===== src/rtl/abpc_pkg.sv =====
// Shared constants, types and helpers of the anchored base profile counter.
`default_nettype none

package abpc_pkg;

    // Sizes of the stores and counters
    localparam int SEQ_DEPTH     = 4096;
    localparam int WINDOW_DEPTH  = 256;
    localparam int WINDOW_CENTER = 128;
    localparam int COUNT_WIDTH   = 32;

    // Fixed field widths
    localparam int CMD_W      = 3;
    localparam int BASE_W     = 3;
    localparam int ANCHOR_W   = 12;
    localparam int OFF_W      = 8;
    localparam int STATUS_W   = 2;
    localparam int UP_W       = 8;
    localparam int DN_W       = 7;
    localparam int CFG_IDX_W  = 2;
    localparam int CFG_DATA_W = 8;

    // Derived widths
    localparam int SEQ_AW     = $clog2(SEQ_DEPTH);
    localparam int LEN_W      = SEQ_AW + 1;
    localparam int WIN_AW     = $clog2(WINDOW_DEPTH);
    // signed row arithmetic: center plus or minus a span or an offset
    localparam int RW         = $clog2(WINDOW_DEPTH + WINDOW_CENTER + (2 ** UP_W)) + 2;
    localparam int POS_BASE_W = (ANCHOR_W > RW) ? ANCHOR_W : RW;
    // sequence position of a window slot, negative values wrap high
    localparam int POS_W      = ((POS_BASE_W > LEN_W) ? POS_BASE_W : LEN_W) + 1;

    // Commands
    localparam logic [CMD_W-1:0] CMD_NEW   = 3'd0;
    localparam logic [CMD_W-1:0] CMD_LOAD  = 3'd1;
    localparam logic [CMD_W-1:0] CMD_FWD   = 3'd2;
    localparam logic [CMD_W-1:0] CMD_REV   = 3'd3;
    localparam logic [CMD_W-1:0] CMD_READ  = 3'd4;
    localparam logic [CMD_W-1:0] CMD_CLEAR = 3'd5;

    // Result status codes
    localparam logic [STATUS_W-1:0] ST_OK     = 2'd0;
    localparam logic [STATUS_W-1:0] ST_WINDOW = 2'd1;
    localparam logic [STATUS_W-1:0] ST_FULL   = 2'd2;

    // Register indexes
    localparam logic [CFG_IDX_W-1:0] CFG_UP   = 2'd0;
    localparam logic [CFG_IDX_W-1:0] CFG_DOWN = 2'd1;
    localparam logic [CFG_IDX_W-1:0] CFG_REV  = 2'd2;

    // Register reset values
    localparam logic [UP_W-1:0] UP_RESET   = 8'd30;
    localparam logic [DN_W-1:0] DOWN_RESET = 7'd30;

    // Base codes (two low bits of a known base)
    localparam logic [1:0] BASE_A = 2'd0;
    localparam logic [1:0] BASE_T = 2'd1;
    localparam logic [1:0] BASE_C = 2'd2;
    localparam logic [1:0] BASE_G = 2'd3;
    localparam logic [BASE_W-1:0] BASE_KNOWN_MAX = 3'd3;

    // One row of the frequency matrix
    typedef struct packed {
        logic [COUNT_WIDTH-1:0] total;
        logic [COUNT_WIDTH-1:0] a;
        logic [COUNT_WIDTH-1:0] t;
        logic [COUNT_WIDTH-1:0] c;
        logic [COUNT_WIDTH-1:0] g;
    } t_row;

    // Controller to datapath commands
    typedef struct packed {
        logic accept;      // request taken this cycle
        logic step;        // issue one window slot of the walk
        logic read_issue;  // read the row for a read row request
        logic out_load;    // load the result register
    } t_ctl_cmd;

    // Datapath to controller status
    typedef struct packed {
        logic rev_enable;  // reverse anchors are counted
        logic walk_empty;  // current spans leave no slot in the matrix
        logic walk_last;   // slot being issued is the last one
    } t_dp_stat;

    // Saturating increment
    function automatic logic [COUNT_WIDTH-1:0] sat_inc(
        input logic [COUNT_WIDTH-1:0] v,
        input logic                   en
    );
        logic [COUNT_WIDTH-1:0] r;
        r = v;
        if (en && (v != '1)) begin
            r = v + 1'b1;
        end
        return r;
    endfunction

endpackage

`default_nettype wire


===== src/rtl/abpc_ctrl.sv =====
// Controller state machine: sequences requests, anchor walks and result hand-off.
`default_nettype none

module abpc_ctrl import abpc_pkg::*; (
    input  wire logic             i_clk,
    input  wire logic             i_rst_n,
    input  wire logic             i_in_valid,
    input  wire logic [CMD_W-1:0] i_cmd,
    input  wire logic             i_out_stall,
    input  wire t_dp_stat         i_stat,
    output t_ctl_cmd              o_ctl,
    output logic                  o_in_stall,
    output logic                  o_out_valid
);

    typedef enum logic [4:0] {
        S_IDLE  = 5'b00001,
        S_WALK  = 5'b00010,
        S_DRAIN = 5'b00100,
        S_READ  = 5'b01000,
        S_RESP  = 5'b10000
    } t_state;

    t_state   r_state, n_state;
    logic     r_out_valid, n_out_valid;
    t_ctl_cmd w_ctl;

    // Next state and commands
    always_comb begin
        n_state = r_state;
        w_ctl   = '0;
        unique case (r_state)
            S_IDLE: begin
                if (i_in_valid) begin
                    w_ctl.accept = 1'b1;
                    priority if ((i_cmd == CMD_FWD) ||
                                 ((i_cmd == CMD_REV) && i_stat.rev_enable)) begin
                        n_state = i_stat.walk_empty ? S_RESP : S_WALK;
                    end else if (i_cmd == CMD_READ) begin
                        n_state = S_READ;
                    end else begin
                        n_state = S_RESP;
                    end
                end
            end
            S_WALK: begin
                w_ctl.step = 1'b1;
                if (i_stat.walk_last) begin
                    n_state = S_DRAIN;
                end
            end
            // last slot's counter update lands here
            S_DRAIN: begin
                n_state = S_RESP;
            end
            S_READ: begin
                w_ctl.read_issue = 1'b1;
                n_state          = S_RESP;
            end
            S_RESP: begin
                if (!r_out_valid || !i_out_stall) begin
                    w_ctl.out_load = 1'b1;
                    n_state        = S_IDLE;
                end
            end
            default: begin
                n_state = S_IDLE;
            end
        endcase
    end

    // Result valid: set on load, dropped when taken
    always_comb begin
        n_out_valid = r_out_valid;
        if (w_ctl.out_load) begin
            n_out_valid = 1'b1;
        end else if (!i_out_stall) begin
            n_out_valid = 1'b0;
        end
    end

    always_ff @(posedge i_clk) begin
        if (!i_rst_n) begin
            r_state     <= S_IDLE;
            r_out_valid <= 1'b0;
        end else begin
            r_state     <= n_state;
            r_out_valid <= n_out_valid;
        end
    end

    assign o_ctl       = w_ctl;
    assign o_in_stall  = (r_state != S_IDLE);
    assign o_out_valid = r_out_valid;

endmodule

`default_nettype wire


===== config.mk =====
export PLATFORM = sky130hd
export DESIGN_NAME = abpc_ctrl
export DESIGN_NICKNAME = d
export VERILOG_FILES = /design/src/rtl/abpc_pkg.sv /design/src/rtl/abpc_ctrl.sv
export SDC_FILE = /design/constraint.sdc
export NUM_CORES = 1
export LEC_CHECK = 0
export ABC_AREA = 1
export BUFFER_PORTS_ARGS = -buffer_cell sky130_fd_sc_hd__buf_2
export CAP_MARGIN = 0
export CORE_AREA = 4 4 41 43
export DETAILED_ROUTE_END_ITERATION = 12
export DIE_AREA = 0 0 45 47
export GPL_TIMING_DRIVEN = 0
export SYNTH_ARGS = -nofsm -noshare
export SYNTH_HDL_FRONTEND = slang
export SYNTH_SLANG_ARGS = --single-unit

===== constraint.sdc =====
create_clock -name i_clk -period 1.4 [get_ports i_clk]
set_input_delay 0.21 -clock i_clk [delete_from_list [all_inputs] [get_ports i_clk]]
set_output_delay 0.21 -clock i_clk [all_outputs]
set_load 0.005 [all_outputs]

==> results of run 1 <==
==> worst paths after layout <==
| path | startpoint | end | slack, ns | cells after the start |
|---|---|---|---|---|
| worst max-delay path | r_state[4] | o_ctl[2] | 0.05 | 4 |
| worst min-delay path | i_rst_n | r_state[4] | 0.23 | 3 |
| worst max register to register | r_state[3] | r_state[4] | 0.09 | 7 |
| worst min register to register | o_out_valid | o_out_valid | 0.48 | 2 |
==> Yosys cell counts <==
library cell	instances
nand3b_1	1
a21oi_1	1
nand2_1	9
nand3_2	2
nor2_2	1
inv_1	12
dfxtp_1	6
nor2_4	1
nand4_1	4
o21bai_1	1
nor2_1	11
nand3_1	6
nor3_1	2
buf_4	1
inv_2	1
nor4_1	1
==> report_power, final <==
group	total (mW)	internal (mW)	switching [mW]	leakage, nW
clock	0.155	0.0967	0.0583	0.0138
combinational	0.440	0.173	0.267	0.231
sequential	0.275	0.220	0.0551	0.0500
total	0.870	0.490	0.381	0.295
==> worst min-delay path, stage by stage <==
cell and delay [ns]:
buf_2 0.12, nand2_1 0.06, nor2_1 0.03
==> through the flow <==
step           std cells  hold slack [ns]  area (um^2)  total power, mW
2_1_floorplan         60            0.331          380            0.525
3_3_place_gp          90            0.471          474            0.633
3_5_place_dp          90            0.474          474            0.640
4_1_cts               93            0.224          499            0.802
5_1_grt               93            0.235          526            0.935
6_report              93            0.229          526            0.870
==> registers in the layout, summed over array words and instances, names as in the netlist <==
name and cells:
r_state 5, o_out_valid 1
==> what timing repair did <==
item	in CTS	in global routing
buffers inserted	0	1
pin swaps	0	4
setup endpoints to repair	1	4
cloned	0	0
gates resized for setup	1	8
==> cell usage in the layout, fill, tap and decap left out <==
cell type / n
inv_1: 12
dfxtp_2: 2
o21bai_1: 1
nand3_4: 1
buf_4: 1
nand3_1: 5
nand2_1: 9
buf_2: 15
a21oi_1: 1
dfxtp_1: 3
nand4_1: 4
nand3b_1: 1
nor2_2: 2
nor2_4: 2
nand3_2: 2
clkbuf_4: 3
nor3_1: 2
nor2_1: 9
inv_2: 1
dfxtp_4: 1
nor4_1: 1
==> final cells by class <==
type	instances	area, um^2	area share
clock buffer	3	22.5	0.0429
inverter	13	48.8	0.0929
multi-input combinational	40	226	0.431
sequential	6	126	0.240
tap	15	18.8	0.0357
timing repair buffer	16	82.6	0.157
==> logic make-up (layout without fill, tap and decap cells) <==
kind of cell | count (synthesis) | count (layout) | share of synthesized area
AND/OR/NAND/NOR | 38 | 38 | 0.503
buffers and inverters | 14 | 32 | 0.148
flip-flops | 6 | 6 | 0.316
AO/OA/AOI/OAI | 2 | 2 | 0.0329
==> routing by layer <==
| metal | track usage | vias to the layer above | share of wire |
|---|---|---|---|
| met2 | 0.141 | 16 | 0.50 |
| met1 | 0.109 | 181 | 0.42 |
| met5 | 0 | - | 0 |
| li1 | - | 226 | - |
| met4 | 0.0526 | 0 | 0.014 |
| met3 | 0.0268 | 2 | 0.068 |
==> impl_metrics.py, run 1 <==
metrics = {
    "final_layout": {
        "nNetsFinal": 90,
        "areaGrowthSynthToFinish_pct": 38.2,
        "fill_cells": 149,
        "drive_gt1_frac": 0.385,
        "num_antenna_cells": 0,
        "fin_util": 0.404,
    },
    "clock_network": {
        "holdBufCountCts": 0,
        "htreeDepth": 1,
        "cts_tree": "done",
        "clock_latency_ns": 0.24,
        "cts.sink_count": 6,
        "cts_made_buffers": 3,
        "clk_pin_slew_ns": 0.04,
        "clockBufferDepth": 2,
        "cts_root_buffer": "clkbuf_4",
    },
    "critical_path": {
        "arrival_ns": 1.14,
        "path_max_fanout": 6,
        "path_cells": "inv_1, nand3_1, inv_1, buf_2",
        "worst_setup_path_start_kind": "flop",
        "critPathKind": "flop to output port",
        "cp_slowest_stage_delay_ns": 0.33,
        "cp_common_cell": "inv_1",
        "slowest_stage": "dfxtp_1",
        "worst_path_dominant_cell_family": "buffers and inverters",
        "worst-path-buf-inv": 3,
        "worst_setup_path_end_kind": "output port",
        "crit_required_ns": 1.19,
    },
    "placement": {
        "hpwl_um": 716,
        "pre_cts_ws_ns": 0.246,
        "portBuffers": 15,
        "place_congestion": 0.810,
    },
    "synthesis": {
        "synth.avg_cell_area_um2": 6.34,
        "yosys.area.top_type_share": 0.316,
        "syn_inst": 60,
        "yosysSeqAreaShare": 0.316,
        "ys_types": 16,
        "ys_warn_count": 0,
        "synth_nets": 70,
        "synthesis.area_um2": 380,
        "synth.area.top_cells": "dfxtp_1 (32%), inv_1 (12%), nor2_1 (11%), nand2_1 (8.9%), nand3_1 (7.9%)",
        "synth-seq-cells": 6,
        "yosysTopAreaCell": "dfxtp_1",
    },
    "floorplan": {
        "fp-row-count": 13,
        "start_util": 0.292,
        "die_y_um": 47,
        "die_x_um": 45,
        "ioPinCount": 16,
        "die_area_mm2": 0.00212,
        "coreArea_mm2": 0.00130,
    },
    "drt": {
        "via_count": 425,
        "wirelength_um": 975,
        "firstDrtPassIters": 3,
        "viasPerCell": 4.57,
        "wire_per_inst_um": 10.5,
        "drt-initial-drc-count": 5,
        "antenna_left": 0,
        "route.detailed.drc": 0,
    },
    "power_and_ir_drop": {
        "p_leak_nw": 0.295,
        "ir_drop_mv": 0.686,
        "powerDensity_mw_per_mm2": 1660,
    },
    "grt": {
        "antenna_found_initial": 0,
        "grt_max_degree": 8,
        "track_usage": 0.0901,
        "grt_pass1_wl_um": 1370,
        "grt_pass1_vias": 366,
        "grt_overflow": 0,
    },
    "timing": {
        "clock_skew_ns": 0.00214,
        "worst_slew_pin_slew_ns": 0.242,
        "max_slew_margin": 0.838,
        "fmax_mhz": 741,
        "setup_viol": 0,
        "worst_slack_ns": 0.0498,
        "fin_crit_ns": 1.35,
        "fin_tns_setup_ns": 0,
        "period_share": 0.964,
        "final-max-slew-violation-count": 0,
        "final-hold-violation-count": 0,
    },
    "outcome": {
        "status": "finished, final reports clean",
    },
    "min_path": {
        "hp-class": "primary input to flop",
    },
    "job": {
        "drv_cap": 0,
    },
}
(Power assumes the default switching activity.)
==> inputs of run 2 (changes only) <==
--- a/config.mk
+++ b/config.mk
@@ -9,6 +9,7 @@
 export BUFFER_PORTS_ARGS = -buffer_cell sky130_fd_sc_hd__buf_2
 export CAP_MARGIN = 0
 export CORE_AREA = 4 4 41 43
+export CTS_BUF_LIST = sky130_fd_sc_hd__clkbuf_16
 export DETAILED_ROUTE_END_ITERATION = 12
 export DIE_AREA = 0 0 45 47
 export GPL_TIMING_DRIVEN = 0
==> run 2 against run 1 <==
Net effect: core utilization increased by 2.6 points; fmax decreased by 1.0%; global-route usage increased by 1.1 points; critical path depth is 1 higher; setup slack worse by 0.014 ns; clock skew decreased by 0.0019 ns; routed wire length shrank 3.8%; via count stayed put.
==> impl_metrics.py, run 2 (synthesized netlist as in run 1, its figures left out) <==
metrics = {
    "timing": {
        "period_share": 0.974,
        "max_slew_margin": 0.855,
        "final-hold-violation-count": 0,
        "worst_slew_pin_slew_ns": 0.215,
        "worst_slack_ns": 0.0360,
        "fin_crit_ns": 1.36,
        "final-max-slew-violation-count": 0,
        "holdWs_ns": 0.244,
        "setup_viol": 0,
        "fmax_mhz": 733,
        "grt_setup_unrepaired": "yes",
        "clock_skew_ns": 0.000234,
    },
    "grt": {
        "track_usage": 0.101,
        "grt_pass1_wl_um": 1420,
        "antenna_found_initial": 0,
        "grt_max_degree": 8,
        "grt_overflow": 0,
        "grt_pass1_vias": 367,
    },
    "power_and_ir_drop": {
        "clkPwrFrac": 0.407,
        "powerDensity_mw_per_mm2": 1990,
        "pwr-share-seq": 0.243,
        "p_leak_nw": 0.318,
        "p_int_mw": 0.739,
        "swShare": 0.338,
        "net-switching-power_mw": 0.377,
        "ir_drop_mv": 0.747,
        "combPwrFrac": 0.350,
    },
    "clock_network": {
        "cts-resized-gates": 0,
        "clk_pin_slew_ns": 0.03,
        "cts_made_buffers": 3,
        "holdBufCountCts": 0,
        "clockBufferDepth": 2,
        "cts.sink_count": 6,
        "cts_tree": "done",
        "cts_root_buffer": "clkbuf_16",
        "postCtsSetupRepairBufs": 0,
        "clock_latency_ns": 0.23,
        "htreeDepth": 1,
    },
    "floorplan": {
        "die_y_um": 47,
        "start_util": 0.292,
        "ioPinCount": 16,
        "fp-row-count": 13,
        "coreArea_mm2": 0.00130,
        "die_area_mm2": 0.00212,
        "die_x_um": 45,
    },
    "critical_path": {
        "slowest_stage": "dfxtp_1",
        "worst_setup_path_end_kind": "output port",
        "crit_required_ns": 1.19,
        "reg2regPathDepth": 6,
        "cp_slowest_stage_delay_ns": 0.33,
        "worst_setup_path_start_kind": "flop",
        "path_max_fanout": 7,
        "critPathKind": "flop to output port",
        "path_cells": "nor2_4, nand3_2, nor2_1, buf_4, buf_2",
        "arrival_ns": 1.15,
    },
    "final_layout": {
        "regMostFlops": "r_state",
        "nNetsFinal": 90,
        "final_common_cell": "buf_2",
        "drive_gt1_frac": 0.359,
        "multi_input_area_um2": 211,
        "final_cell_mix": "buf_2 (15), inv_1 (12), nor2_1 (10)",
        "largest_reg_flops": 5,
        "fill_cells": 149,
        "areaGrowthSynthToFinish_pct": 47.0,
        "layout.cells.non_filler": 93,
        "num_antenna_cells": 0,
        "register_area_um2": 123,
    },
    "drt": {
        "wirelength_um": 938,
        "via_count": 425,
        "route.detailed.drc": 0,
        "wire_per_inst_um": 10.1,
        "firstDrtPassIters": 3,
        "antenna_left": 0,
        "viasPerCell": 4.57,
        "drt-initial-drc-count": 4,
    },
    "placement": {
        "pre_cts_ws_ns": 0.246,
        "dp_cells": 90,
        "place_congestion": 0.810,
        "portBuffers": 15,
        "hpwl_um": 716,
    },
    "min_path": {
        "whs_path_depth": 3,
        "hp-class": "primary input to flop",
    },
    "job": {
        "drv_cap": 0,
    },
    "outcome": {
        "status": "finished, final reports clean",
    },
}
-- run 2: path summary, 6_finish.rpt --
| path | from | end | slack, ns |
|---|---|---|---|
| worst min-delay path | i_rst_n | r_state[4] | 0.24 |
| worst max register to register | r_state[2] | r_state[4] | 0.21 |
| worst max-delay path | r_state[2] | o_ctl[0] | 0.04 |
| worst min register to register | o_out_valid | o_out_valid | 0.47 |
-- run 2: layout make-up --
| class | count | share of cell area |
|---|---|---|
| Tap cell | 15 | 0.0336 |
| Timing Repair Buffer | 15 | 0.134 |
| Clock buffer | 3 | 0.134 |
| Buffer | 1 | 0.0134 |
| Sequential cell | 6 | 0.219 |
| Inverter | 13 | 0.0872 |
| Multi-Input combinational cell | 40 | 0.378 |
-- run 2: metrics by stage --
step | instance area [um^2] | power, mW | util | setup TNS, ns
final | 559 | 1.12 | 0.430 | 0
after global routing | 559 | 1.20 | 0.430 | -0.0971
after CTS | 549 | 1.10 | 0.422 | 0
after detailed placement | 474 | 0.640 | 0.364 | 0
after global placement | 474 | 0.633 | 0.364 | 0
after floorplan | 380 | 0.525 | - | 0
-- run 2: power by group through the flow --
stage / registers (mW) / clock network (mW) / logic (mW)
after detailed placement: 0.259 / 0 / 0.381
after CTS: 0.256 / 0.463 / 0.383
after global routing: 0.278 / 0.473 / 0.444
after floorplan: 0.251 / 0 / 0.274
after global placement: 0.257 / 0 / 0.376
final: 0.271 / 0.454 / 0.390
-- run 2: worst max-delay path: cells and delay by family (launching register included) --
family / cells / cell delay (ns)
simple gates: 3 / 0.40
flops: 1 / 0.33
buf+inv: 2 / 0.19
-- run 2: layer usage --
layer  up-vias  share of wire  global-route usage
met5         -              0                   0
met4         0          0.065               0.123
met3         6          0.092              0.0268
met2        19           0.42               0.144
met1       171           0.42               0.112
li1        229              -                   -
